===== src/hdl/srle_pkg.sv =====
// Shared types, character codes and helpers for the serial receive line editor.
// Used by the line store, the top level and the testbench.
package srle_pkg;

   localparam int LINE_MAX_DEF = 64;

   localparam logic [7:0] CH_NUL   = 8'h00;
   localparam logic [7:0] CH_BS    = 8'h08;
   localparam logic [7:0] CH_LF    = 8'h0A;
   localparam logic [7:0] CH_CR    = 8'h0D;
   localparam logic [7:0] PRINT_LO = 8'h20;
   localparam logic [7:0] PRINT_HI = 8'h7E;

   // Control of the line store: write and read enables and the write data.
   typedef struct packed {
      logic       wr_en;
      logic       rd_en;
      logic [7:0] wr_data;
   } store_ctl_type;

   function automatic logic is_printable(input logic [7:0] c);
      logic res;
      res = (c >= PRINT_LO) && (c <= PRINT_HI);
      return res;
   endfunction

endpackage


===== src/hdl/srle_ifs.sv =====
// Valid/ready channel interfaces for received bytes and line results.
// No dependencies.
interface srle_req_if;
   logic       valid;
   logic       ready;
   logic [7:0] rx_byte;
   logic       rx_error;

   modport source (output valid, output rx_byte, output rx_error, input ready);
   modport sink   (input valid, input rx_byte, input rx_error, output ready);
endinterface

interface srle_rsp_if;
   logic       valid;
   logic       ready;
   logic [7:0] line_char;
   logic       line_last;
   logic       line_empty;
   logic       line_truncated;

   modport source (output valid, output line_char, output line_last, output line_empty,
                   output line_truncated, input ready);
   modport sink   (input valid, input line_char, input line_last, input line_empty,
                   input line_truncated, output ready);
endinterface


===== src/hdl/srle_store.sv =====
// Line store: single-port-write, single-port-read synchronous memory with a registered read.
// Depends on srle_pkg for the control struct.
module srle_store #(
   parameter int DEPTH  = srle_pkg::LINE_MAX_DEF,
   parameter int ADDR_W = 6
) (
   input  logic                  clock,
   input  srle_pkg::store_ctl_type ctl,
   input  logic [ADDR_W-1:0]     wr_addr,
   input  logic [ADDR_W-1:0]     rd_addr,
   output logic [7:0]            rd_data
);

   logic [7:0] mem [DEPTH];
   logic [7:0] rd_data_ff;

   always_ff @(posedge clock) begin
      if (ctl.wr_en) begin
         mem[wr_addr] <= ctl.wr_data;
      end
      if (ctl.rd_en) begin
         rd_data_ff <= mem[rd_addr];
      end
   end

   assign rd_data = rd_data_ff;

endmodule


===== src/hdl/serial_rx_line_editor_core.sv =====
// Top level of the serial receive line editor: editing control and line emission.
// Depends on srle_pkg, srle_ifs (channel interfaces) and srle_store.
//
//   Channel   Dir   Beat contents                                   Handshake
//   req_ch    in    rx_byte, rx_error                               valid/ready
//   rsp_ch    out   line_char, line_last, line_empty, line_truncated valid/ready
//
// An editing byte (store, backspace, ignore) is handled in the cycle that accepts it.
// A line end reads each stored character out through the store's registered read
// followed by the load of the output register; an empty line gives a single beat.
// No bytes are taken while a line is being read out. Reset is synchronous and
// clears the count, the overflow flag and the control state; the store holds no
// reset value. A stall on rsp_ch holds the output register and pauses the read-out.
module serial_rx_line_editor_core #(
   parameter int LINE_MAX = srle_pkg::LINE_MAX_DEF
) (
   input  logic        clock,
   input  logic        reset,
   srle_req_if.sink    req_ch,
   srle_rsp_if.source  rsp_ch
);

   localparam int CNT_W  = $clog2(LINE_MAX + 1);
   localparam int ADDR_W = (LINE_MAX > 1) ? $clog2(LINE_MAX) : 1;

   typedef enum logic {ST_IDLE, ST_EMIT} state_type;

   state_type           state_ff, state_in;
   logic [CNT_W-1:0]    count_ff, count_in;
   logic                ovf_ff, ovf_in;
   logic [CNT_W-1:0]    len_ff, len_in;
   logic [CNT_W-1:0]    idx_ff, idx_in;
   logic                trunc_ff, trunc_in;
   logic                pend_ff, pend_in;
   logic                rsp_valid_ff, rsp_valid_in;
   logic [7:0]          rsp_char_ff, rsp_char_in;
   logic                rsp_last_ff, rsp_last_in;
   logic                rsp_empty_ff, rsp_empty_in;
   logic                rsp_trunc_ff, rsp_trunc_in;

   srle_pkg::store_ctl_type store_ctl;
   logic [ADDR_W-1:0]   rd_addr;
   logic [7:0]          rd_data;
   logic                accept;
   logic                out_free;
   logic                full;

   srle_store #(
      .DEPTH  (LINE_MAX),
      .ADDR_W (ADDR_W)
   ) u_store (
      .clock   (clock),
      .ctl     (store_ctl),
      .wr_addr (count_ff[ADDR_W-1:0]),
      .rd_addr (rd_addr),
      .rd_data (rd_data)
   );

   assign req_ch.ready = (state_ff == ST_IDLE);
   assign accept       = req_ch.valid && req_ch.ready;
   assign out_free     = !rsp_valid_ff || rsp_ch.ready;
   assign full         = (count_ff == CNT_W'(LINE_MAX));
   assign rd_addr      = idx_ff[ADDR_W-1:0];

   always_comb begin
      state_in      = state_ff;
      count_in      = count_ff;
      ovf_in        = ovf_ff;
      len_in        = len_ff;
      idx_in        = idx_ff;
      trunc_in      = trunc_ff;
      pend_in       = pend_ff;
      rsp_valid_in  = rsp_valid_ff && !rsp_ch.ready;
      rsp_char_in   = rsp_char_ff;
      rsp_last_in   = rsp_last_ff;
      rsp_empty_in  = rsp_empty_ff;
      rsp_trunc_in  = rsp_trunc_ff;
      store_ctl.wr_en   = 1'b0;
      store_ctl.rd_en   = 1'b0;
      store_ctl.wr_data = req_ch.rx_byte;

      case (state_ff)
         ST_IDLE: begin
            if (accept && !req_ch.rx_error) begin
               case (req_ch.rx_byte)
                  srle_pkg::CH_BS: begin
                     if (count_ff != '0) begin
                        count_in = count_ff - CNT_W'(1);
                     end
                  end
                  srle_pkg::CH_CR: begin
                     len_in   = count_ff;
                     trunc_in = ovf_ff;
                     count_in = '0;
                     ovf_in   = 1'b0;
                     idx_in   = '0;
                     state_in = ST_EMIT;
                  end
                  srle_pkg::CH_LF: begin
                  end
                  srle_pkg::CH_NUL: begin
                     // The NUL is written now and read back no earlier than the
                     // next cycle, so the read always sees it.
                     if (!full) begin
                        store_ctl.wr_en = 1'b1;
                        len_in   = count_ff + CNT_W'(1);
                        trunc_in = ovf_ff;
                     end else begin
                        len_in   = count_ff;
                        trunc_in = 1'b1;
                     end
                     count_in = '0;
                     ovf_in   = 1'b0;
                     idx_in   = '0;
                     state_in = ST_EMIT;
                  end
                  default: begin
                     if (srle_pkg::is_printable(req_ch.rx_byte)) begin
                        if (!full) begin
                           store_ctl.wr_en = 1'b1;
                           count_in = count_ff + CNT_W'(1);
                        end else begin
                           ovf_in = 1'b1;
                        end
                     end
                  end
               endcase
            end
         end
         ST_EMIT: begin
            if (pend_ff) begin
               // The output register is known to be empty here: the read was
               // issued only when it was free or being emptied.
               pend_in      = 1'b0;
               rsp_valid_in = 1'b1;
               rsp_char_in  = rd_data;
               rsp_last_in  = (idx_ff == len_ff);
               rsp_empty_in = 1'b0;
               rsp_trunc_in = trunc_ff;
               if (idx_ff == len_ff) begin
                  state_in = ST_IDLE;
               end
            end else if (out_free) begin
               if (len_ff == '0) begin
                  rsp_valid_in = 1'b1;
                  rsp_char_in  = '0;
                  rsp_last_in  = 1'b1;
                  rsp_empty_in = 1'b1;
                  rsp_trunc_in = trunc_ff;
                  state_in     = ST_IDLE;
               end else begin
                  store_ctl.rd_en = 1'b1;
                  idx_in  = idx_ff + CNT_W'(1);
                  pend_in = 1'b1;
               end
            end
         end
         default: begin
            state_in = ST_IDLE;
         end
      endcase
   end

   always_ff @(posedge clock) begin
      if (reset) begin
         state_ff     <= ST_IDLE;
         count_ff     <= '0;
         ovf_ff       <= 1'b0;
         pend_ff      <= 1'b0;
         rsp_valid_ff <= 1'b0;
      end else begin
         state_ff     <= state_in;
         count_ff     <= count_in;
         ovf_ff       <= ovf_in;
         pend_ff      <= pend_in;
         rsp_valid_ff <= rsp_valid_in;
      end
      len_ff       <= len_in;
      idx_ff       <= idx_in;
      trunc_ff     <= trunc_in;
      rsp_char_ff  <= rsp_char_in;
      rsp_last_ff  <= rsp_last_in;
      rsp_empty_ff <= rsp_empty_in;
      rsp_trunc_ff <= rsp_trunc_in;
   end

   assign rsp_ch.valid          = rsp_valid_ff;
   assign rsp_ch.line_char      = rsp_char_ff;
   assign rsp_ch.line_last      = rsp_last_ff;
   assign rsp_ch.line_empty     = rsp_empty_ff;
   assign rsp_ch.line_truncated = rsp_trunc_ff;

endmodule


===== src/flat_wrapper.sv =====
// flat-port wrapper written by rule: the top's interface ports become plain ports
module serial_rx_line_editor_core_flat 
#(
   parameter int LINE_MAX = srle_pkg::LINE_MAX_DEF
)
  (clock, reset, req_ch_valid, req_ch_rx_byte, req_ch_rx_error, req_ch_ready, rsp_ch_valid, rsp_ch_line_char, rsp_ch_line_last, rsp_ch_line_empty, rsp_ch_line_truncated, rsp_ch_ready);
  srle_req_if req_ch_i ();
  srle_rsp_if rsp_ch_i ();
  input  logic clock;
  input  logic reset;
  input wire logic [$bits(req_ch_i.valid)-1:0] req_ch_valid;
  input wire logic [$bits(req_ch_i.rx_byte)-1:0] req_ch_rx_byte;
  input wire logic [$bits(req_ch_i.rx_error)-1:0] req_ch_rx_error;
  output wire logic [$bits(req_ch_i.ready)-1:0] req_ch_ready;
  output wire logic [$bits(rsp_ch_i.valid)-1:0] rsp_ch_valid;
  output wire logic [$bits(rsp_ch_i.line_char)-1:0] rsp_ch_line_char;
  output wire logic [$bits(rsp_ch_i.line_last)-1:0] rsp_ch_line_last;
  output wire logic [$bits(rsp_ch_i.line_empty)-1:0] rsp_ch_line_empty;
  output wire logic [$bits(rsp_ch_i.line_truncated)-1:0] rsp_ch_line_truncated;
  input wire logic [$bits(rsp_ch_i.ready)-1:0] rsp_ch_ready;
  assign req_ch_i.valid = req_ch_valid;
  assign req_ch_i.rx_byte = req_ch_rx_byte;
  assign req_ch_i.rx_error = req_ch_rx_error;
  assign req_ch_ready = req_ch_i.ready;
  assign rsp_ch_valid = rsp_ch_i.valid;
  assign rsp_ch_line_char = rsp_ch_i.line_char;
  assign rsp_ch_line_last = rsp_ch_i.line_last;
  assign rsp_ch_line_empty = rsp_ch_i.line_empty;
  assign rsp_ch_line_truncated = rsp_ch_i.line_truncated;
  assign rsp_ch_i.ready = rsp_ch_ready;
  serial_rx_line_editor_core #(.LINE_MAX(LINE_MAX)) u_core (.clock(clock), .reset(reset), .req_ch(req_ch_i), .rsp_ch(rsp_ch_i));
endmodule

===== config.mk =====
export PLATFORM = sky130hd
export DESIGN_NAME = serial_rx_line_editor_core_flat
export DESIGN_NICKNAME = d
export VERILOG_FILES = /design/src/hdl/srle_pkg.sv /design/src/hdl/srle_ifs.sv /design/src/hdl/srle_store.sv /design/src/hdl/serial_rx_line_editor_core.sv /design/src/flat_wrapper.sv
export SDC_FILE = /design/constraint.sdc
export NUM_CORES = 1
export LEC_CHECK = 0
export ABC_CLOCK_PERIOD_IN_PS = 3200
export BUFFER_PORTS_ARGS = -buffer_cell sky130_fd_sc_hd__buf_2
export CORE_ASPECT_RATIO = 0.6
export CORE_UTILIZATION = 45
export DETAILED_ROUTE_END_ITERATION = 16
export MAX_ROUTING_LAYER = met4
export SKIP_CTS_REPAIR_TIMING = 1
export SYNTH_ARGS = -nofsm -noshare
export SYNTH_HDL_FRONTEND = slang
export SYNTH_HIERARCHICAL = 1
export SYNTH_SLANG_ARGS = --single-unit
export TNS_END_PERCENT = 1

===== constraint.sdc =====
create_clock -name clock -period 3.2 [get_ports clock]
set_clock_uncertainty 0.05 [all_clocks]
set_input_delay 0.16 -clock clock [delete_from_list [all_inputs] [get_ports clock]]
set_output_delay 0.16 -clock clock [all_outputs]
set_load 0.02 [all_outputs]

==> results of run 1 <==
-- flip-flops by register name (all words and copies together) (netlist names) --
signal,flops
u_core/rsp_ch.line_char,8
u_core/state_ff,1
u_core/idx_ff,7
u_core/rsp_ch.line_last,1
u_core/count_ff,7
u_core/u_store/rd_data,8
u_core/trunc_ff,1
u_core/rsp_ch.line_truncated,1
u_core/rsp_ch.valid,1
u_core/pend_ff,1
u_core/len_ff,7
u_core/rsp_ch.line_empty,1
u_core/ovf_ff,1
u_core/u_store/mem,512
-- layout make-up --
class / instances / area (µm²)
Sequential cell: 557 / 16600
Clock inverter: 29 / 240
Clock buffer: 61 / 1310
Multi-Input combinational cell: 523 / 5330
Tap cell: 640 / 801
Inverter: 12 / 45.0
Timing Repair Buffer: 105 / 821
Fill cell: 3841 / 23200
-- placed cells by master, fill, tap and decap left out, types with 16 or more instances in the layout --
| cell | n |
|---|---|
| a21oi_1 | 16 |
| buf_2 | 25 |
| buf_4 | 70 |
| clkbuf_16 | 51 |
| clkinv_1 | 17 |
| edfxtp_1 | 546 |
| mux2i_1 | 23 |
| mux4_2 | 126 |
| nand2_1 | 33 |
| nand3_1 | 20 |
| nor2_1 | 101 |
-- metal layers --
layer	vias up	GRT usage (%)	share of wire (%)	wire, µm
met5	-	-	0	0
met4	0	3.64	1.2	690
met3	50	7.87	11	6430
met2	522	28.5	39	22200
met1	6183	38.7	48	27400
li1	4922	-	-	-
-- cells in the mapped netlist (6+ instances only) --
master / n / area, µm²
a211oi_1: 7 / 52.6
a21oi_1: 16 / 80.1
a221oi_1: 6 / 52.6
and2_1: 11 / 68.8
and3_1: 6 / 37.5
buf_2: 11 / 55.1
buf_4: 13 / 97.6
clkbuf_1: 25 / 93.8
dfxtp_1: 11 / 220
edfxtp_1: 546 / 16400
inv_1: 11 / 41.3
mux2_2: 13 / 146
mux2i_1: 23 / 230
mux4_2: 126 / 2840
nand2_1: 33 / 124
nand2b_1: 8 / 50.1
nand3_1: 20 / 100
nor2_1: 104 / 390
nor2b_1: 14 / 87.6
nor3_1: 14 / 70.1
o21ai_0: 10 / 50.1
o221ai_1: 9 / 78.8
o22ai_1: 11 / 68.8
xnor2_1: 12 / 105
-- path summary, 6_finish.rpt --
path / slack, ps / end / cells after the start / from
setup / recovery: 150 / u_core/u_store/mem[16][3] / 10 / u_core/count_ff[0]
hold / removal: 100 / u_core/u_store/mem[42][5] / 2 / req_ch_rx_byte[5]
setup reg to reg: 150 / u_core/u_store/mem[16][3] / 10 / u_core/count_ff[0]
hold reg to reg: 380 / u_core/rsp_ch.line_truncated / 0 / u_core/trunc_ff
-- kinds of logic (layout without fill, tap and decap cells) --
family | after synthesis | count (layout) | synth area share, %
AOI/OAI and AO/OA | 109 | 109 | 3.69
xor gates and xnor gates | 17 | 17 | 0.667
adders and majority gates | 3 | 3 | 0.168
buffers and inverters | 71 | 207 | 1.75
DFF | 557 | 557 | 74.4
muxes | 162 | 162 | 14.4
and+or+nand+nor | 232 | 232 | 4.93
-- where the power goes --
part           internal (mW)  switching [mW]  total, mW
combinational         0.0587           0.223      0.282
clock                   3.23            2.62       5.85
sequential              8.00         0.00263       8.00
-- metrics by stage --
stage | area (µm²) | hold WS (ps) | util [%] | cells
floorplan | 22300 | 209 | - | 1151
global placement | 23600 | 360 | 48.7 | 1834
detailed placement | 23600 | 370 | 48.7 | 1834
CTS | 25100 | -130 | 51.9 | 1924
global route | 25200 | 78.1 | 52.0 | 1927
finish | 25200 | 103 | 52.0 | 1927
-- worst register-to-register path: stages, from the launching register on --
cell     delay, ps
dfxtp_1        330
inv_1           60
ha_1           230
or3b_2         250
nor3_1          70
nand2_1        100
o211a_1        270
nor2b_1        310
nand2_1        210
buf_4          220
nor2_1         560
==> qor.txt, run 1 <==
Initial antenna violation count -> 1
Critical path class -> reg -> reg
Placer Congestion -> 0.884
Antenna-violating nets left -> 0
Die width -> 290 µm
Synthesis-to-layout area growth -> 12.7%
Fmax -> 328 MHz
Clk slew on worst S/H paths -> 70 ps
First-pass GRT wire length -> 81.9 mm
Slowest CP cell -> nor2_1
Distinct cells, synth -> 69
DRC viols -> 0
CP Launch Type -> flop
Synthesis Warnings -> 6
Max Cap Viol -> 0
Maximum clock path buffer count -> 3
Setup Viol. Count Final -> 0
Final TNS setup -> 0 ps
Final wirelength -> 56.7 mm
P per Cell Area -> 562 nW/µm²
Gr usage total -> 23.7%
Post-DR wirelength/cell -> 29.4 µm
CP Max Fanout -> 8
Lkg Pwr -> 7.65 nW
Ant diodes -> 0
Crit path time final -> 3050 ps
Crit-path most repeated cell -> nand2_1
Via count -> 11700
Synth async-reset ratio -> 0%
Largest net degree at the start of global routing -> 70
Fin. max-slew vios -> 0
CTS Root Buffer Type -> clkbuf_16
CP Data Required Time -> 3340 ps
Hold Vio Cnt, Final -> 0
Via-per-instance ratio -> 6.06
DRT iter0 DRCs -> 1584
Die area -> 50600 µm²
DP HPWL -> 37.3 mm
Slew margin rel. -> 30.2%
Initial Util -> 46.1%
Number of iterations in the first detailed-routing pass -> 7
Post-Syn Nets -> 1167
Share of cells above drive strength 1 -> 24.8%
Global route overflow -> 0
Bufs and invs on worst path -> 2
Design Power -> 14.1 mW
Chip height -> 175 µm
Crit-path cells -> inv_1 -> ha_1 -> or3b_2 -> nor3_1 -> nand2_1 -> o211a_1 -> nor2b_1 -> nand2_1 -> buf_4 -> nor2_1
Core Rows -> 62
Post-Syn Area -> 22300 µm²
Slowest Stage Delay on Critical Path -> 560 ps
H-tree depth -> 2
Max VDD drop -> 0.000505 V
Synth Flop Type -> edfxtp_1
Post-synth EDFFs -> 546
CP top delay family -> simple AND/OR/NAND/NOR gates
CTS tree -> yes
Nets@finish -> 1264
TritonCTS Buffers -> 49
Status -> finished, final reports clean
RSZ-0062 raised after global routing -> no
Total core area -> 48400 µm²
Clock sink total -> 557
Port bufs -> 25
Tightest Pin Transition -> 1050 ps
Crit share post-route -> 95.3%
Vias in the first global route -> 11100
Hold WC Path Type -> in -> reg
Final worst setup slack -> 149 ps
Clk Latency, worst-skew pair -> 580 ps
CP Data Arrival Time -> 3190 ps
Synth Register Bits -> 557
Syn Area/Cell -> 19.4 µm²
Boundary Pins -> 26
Post-synthesis sequential area ratio -> 74.4%
Pre-CTS setup slack -> 170 ps
Synth Instances -> 1151
Crit end category -> flop
Note: power is estimated with default switching activity, not from simulation.
==> run 2, diff against run 1 <==
ABC_CLOCK_PERIOD_IN_PS = 3250   (was 3200)
clock period = 3.25 ns   (was 3.2 ns; I/O delays follow)
==> qor.txt, run 2 (synthesis gave the netlist of run 1 again) <==
R2R depth -> 6
Antenna-violating nets left -> 0
Die area -> 50600 µm²
Status -> finished, final reports clean
Max reg flops -> 512
Largest net degree at the start of global routing -> 70
Max Cap Viol -> 0
CP Launch Type -> flop
Global route overflow -> 0
Nets@finish -> 1270
Initial antenna violation count -> 1
Die width -> 290 µm
Combinational share of power -> 1.9%
Clk slew on worst S/H paths -> 70 ps
Crit path time final -> 3030 ps
Hold Path Depth -> 2
CTS tree -> yes
Critical path class -> reg -> reg
Fmax -> 330 MHz
TritonCTS Buffers -> 49
Share of cells above drive strength 1 -> 25.0%
Clk Latency, worst-skew pair -> 580 ps
Hold Vio Cnt, Final -> 0
DP HPWL -> 36.7 mm
Placer Congestion -> 0.899
Fin. max-slew vios -> 0
Int Pwr -> 11.4 mW
Boundary Pins -> 26
Hold WC Path Type -> in -> reg
Slew margin rel. -> 31.8%
Gr usage total -> 23.3%
Tightest Pin Transition -> 1020 ps
Via count -> 11700
CTS Root Buffer Type -> clkbuf_16
Number of iterations in the first detailed-routing pass -> 5
Most flops, register -> u_core/u_store/mem
Net Switching -> 2.77 mW
Clock sink total -> 557
Core Rows -> 62
Port bufs -> 25
Maximum clock path buffer count -> 3
DRT iter0 DRCs -> 1696
Via-per-instance ratio -> 6.08
Crit end category -> flop
Max VDD drop -> 0.000445 V
Final wirelength -> 55.9 mm
CP Data Required Time -> 3490 ps
CP Max Fanout -> 31
P per Cell Area -> 560 nW/µm²
Clk network pwr share -> 42.4%
Chip height -> 175 µm
First-pass GRT wire length -> 81.0 mm
Crit share post-route -> 93.2%
Total core area -> 48400 µm²
RSZ-0062 raised after global routing -> no
Initial Util -> 46.1%
Vias in the first global route -> 11200
Placed Cells incl. Taps -> 1838
Non-Filler Instances -> 1931
Lkg Pwr -> 7.73 nW
Sw Share -> 19.6%
Layout Utilization -> 52.3%
Synthesis-to-layout area growth -> 13.3%
Setup Viol. Count Final -> 0
Design Power -> 14.2 mW
H-tree depth -> 2
CP Data Arrival Time -> 3260 ps
Sequential Power Share -> 55.6%
DRC viols -> 0
Commonest non-fill, non-tap cells in the layout -> edfxtp_1 (546), mux4_2 (126), nor2_1 (104)
Post-DR wirelength/cell -> 28.9 µm
Final TNS setup -> 0 ps
Most common cell after layout, fill and taps aside -> edfxtp_1
-- run 2: cell types whose count changed in the layout (fill, tap and decap cells not counted), moves of 2 or more --
cell           before  now
bufinv_16           4    8
dlygate4sd3_1       3    5
nor2_2              4    1
buf_4              70   73
clkinv_1           17   11
a2111oi_1           0    2
nor2_1            101  104
a2111oi_0           2    0
clkinvlp_4          3    1
-- run 2: critical path, stage by stage, from the launching register on --
cell	delay (ps)
edfxtp_1	440
buf_12	280
mux4_2	530
nor2b_1	170
a2111oi_1	930
buf_4	250
o41ai_1	80
-- run 2: power by group through the flow --
| stage | Combinational (mW) | Sequential, mW | Clock [mW] |
|---|---|---|---|
| floorplan | 0.0678 | 8.04 | 0 |
| global placement | 0.268 | 8.04 | 0 |
| detailed placement | 0.271 | 8.04 | 0 |
| CTS | 0.271 | 7.88 | 6.12 |
| global route | 0.292 | 7.88 | 6.39 |
| finish | 0.273 | 7.88 | 6.01 |
-- run 2: path summary, 6_finish.rpt --
path	from	end	slack [ps]
max reg2reg	u_core/idx_ff[0]	u_core/u_store/rd_data[5]	220
min	req_ch_rx_byte[6]	u_core/u_store/mem[51][6]	140
max	u_core/idx_ff[0]	u_core/u_store/rd_data[5]	220
min reg2reg	u_core/trunc_ff	u_core/rsp_ch.line_truncated	370
-- run 2: area by class of cell --
| class | count | area [µm²] |
|---|---|---|
| clock buffer | 61 | 1290 |
| multi-input combinational | 523 | 5330 |
| clock inverter | 26 | 339 |
| sequential | 557 | 16600 |
| timing repair buffer | 111 | 883 |
| fill | 3889 | 23100 |
| antenna | 1 | 2.50 |
| tap | 640 | 801 |
| inverter | 12 | 45.0 |
-- run 2: stage by stage --
stage	setup slack [ps]	hold WS [ps]	instance area [µm²]
2_1_floorplan	493	211	22300
3_3_place_gp	250	357	23600
3_5_place_dp	246	355	23600
4_1_cts	290	-126	25300
5_1_grt	27.0	119	25300
6_report	222	140	25300
-- run 2: per-layer routing --
layer / track usage [%] / routed length, µm
met4: 3.36 / 607
met3: 6.44 / 6770
met5: - / 0
met1: 38.5 / 26400
met2: 28.6 / 22100
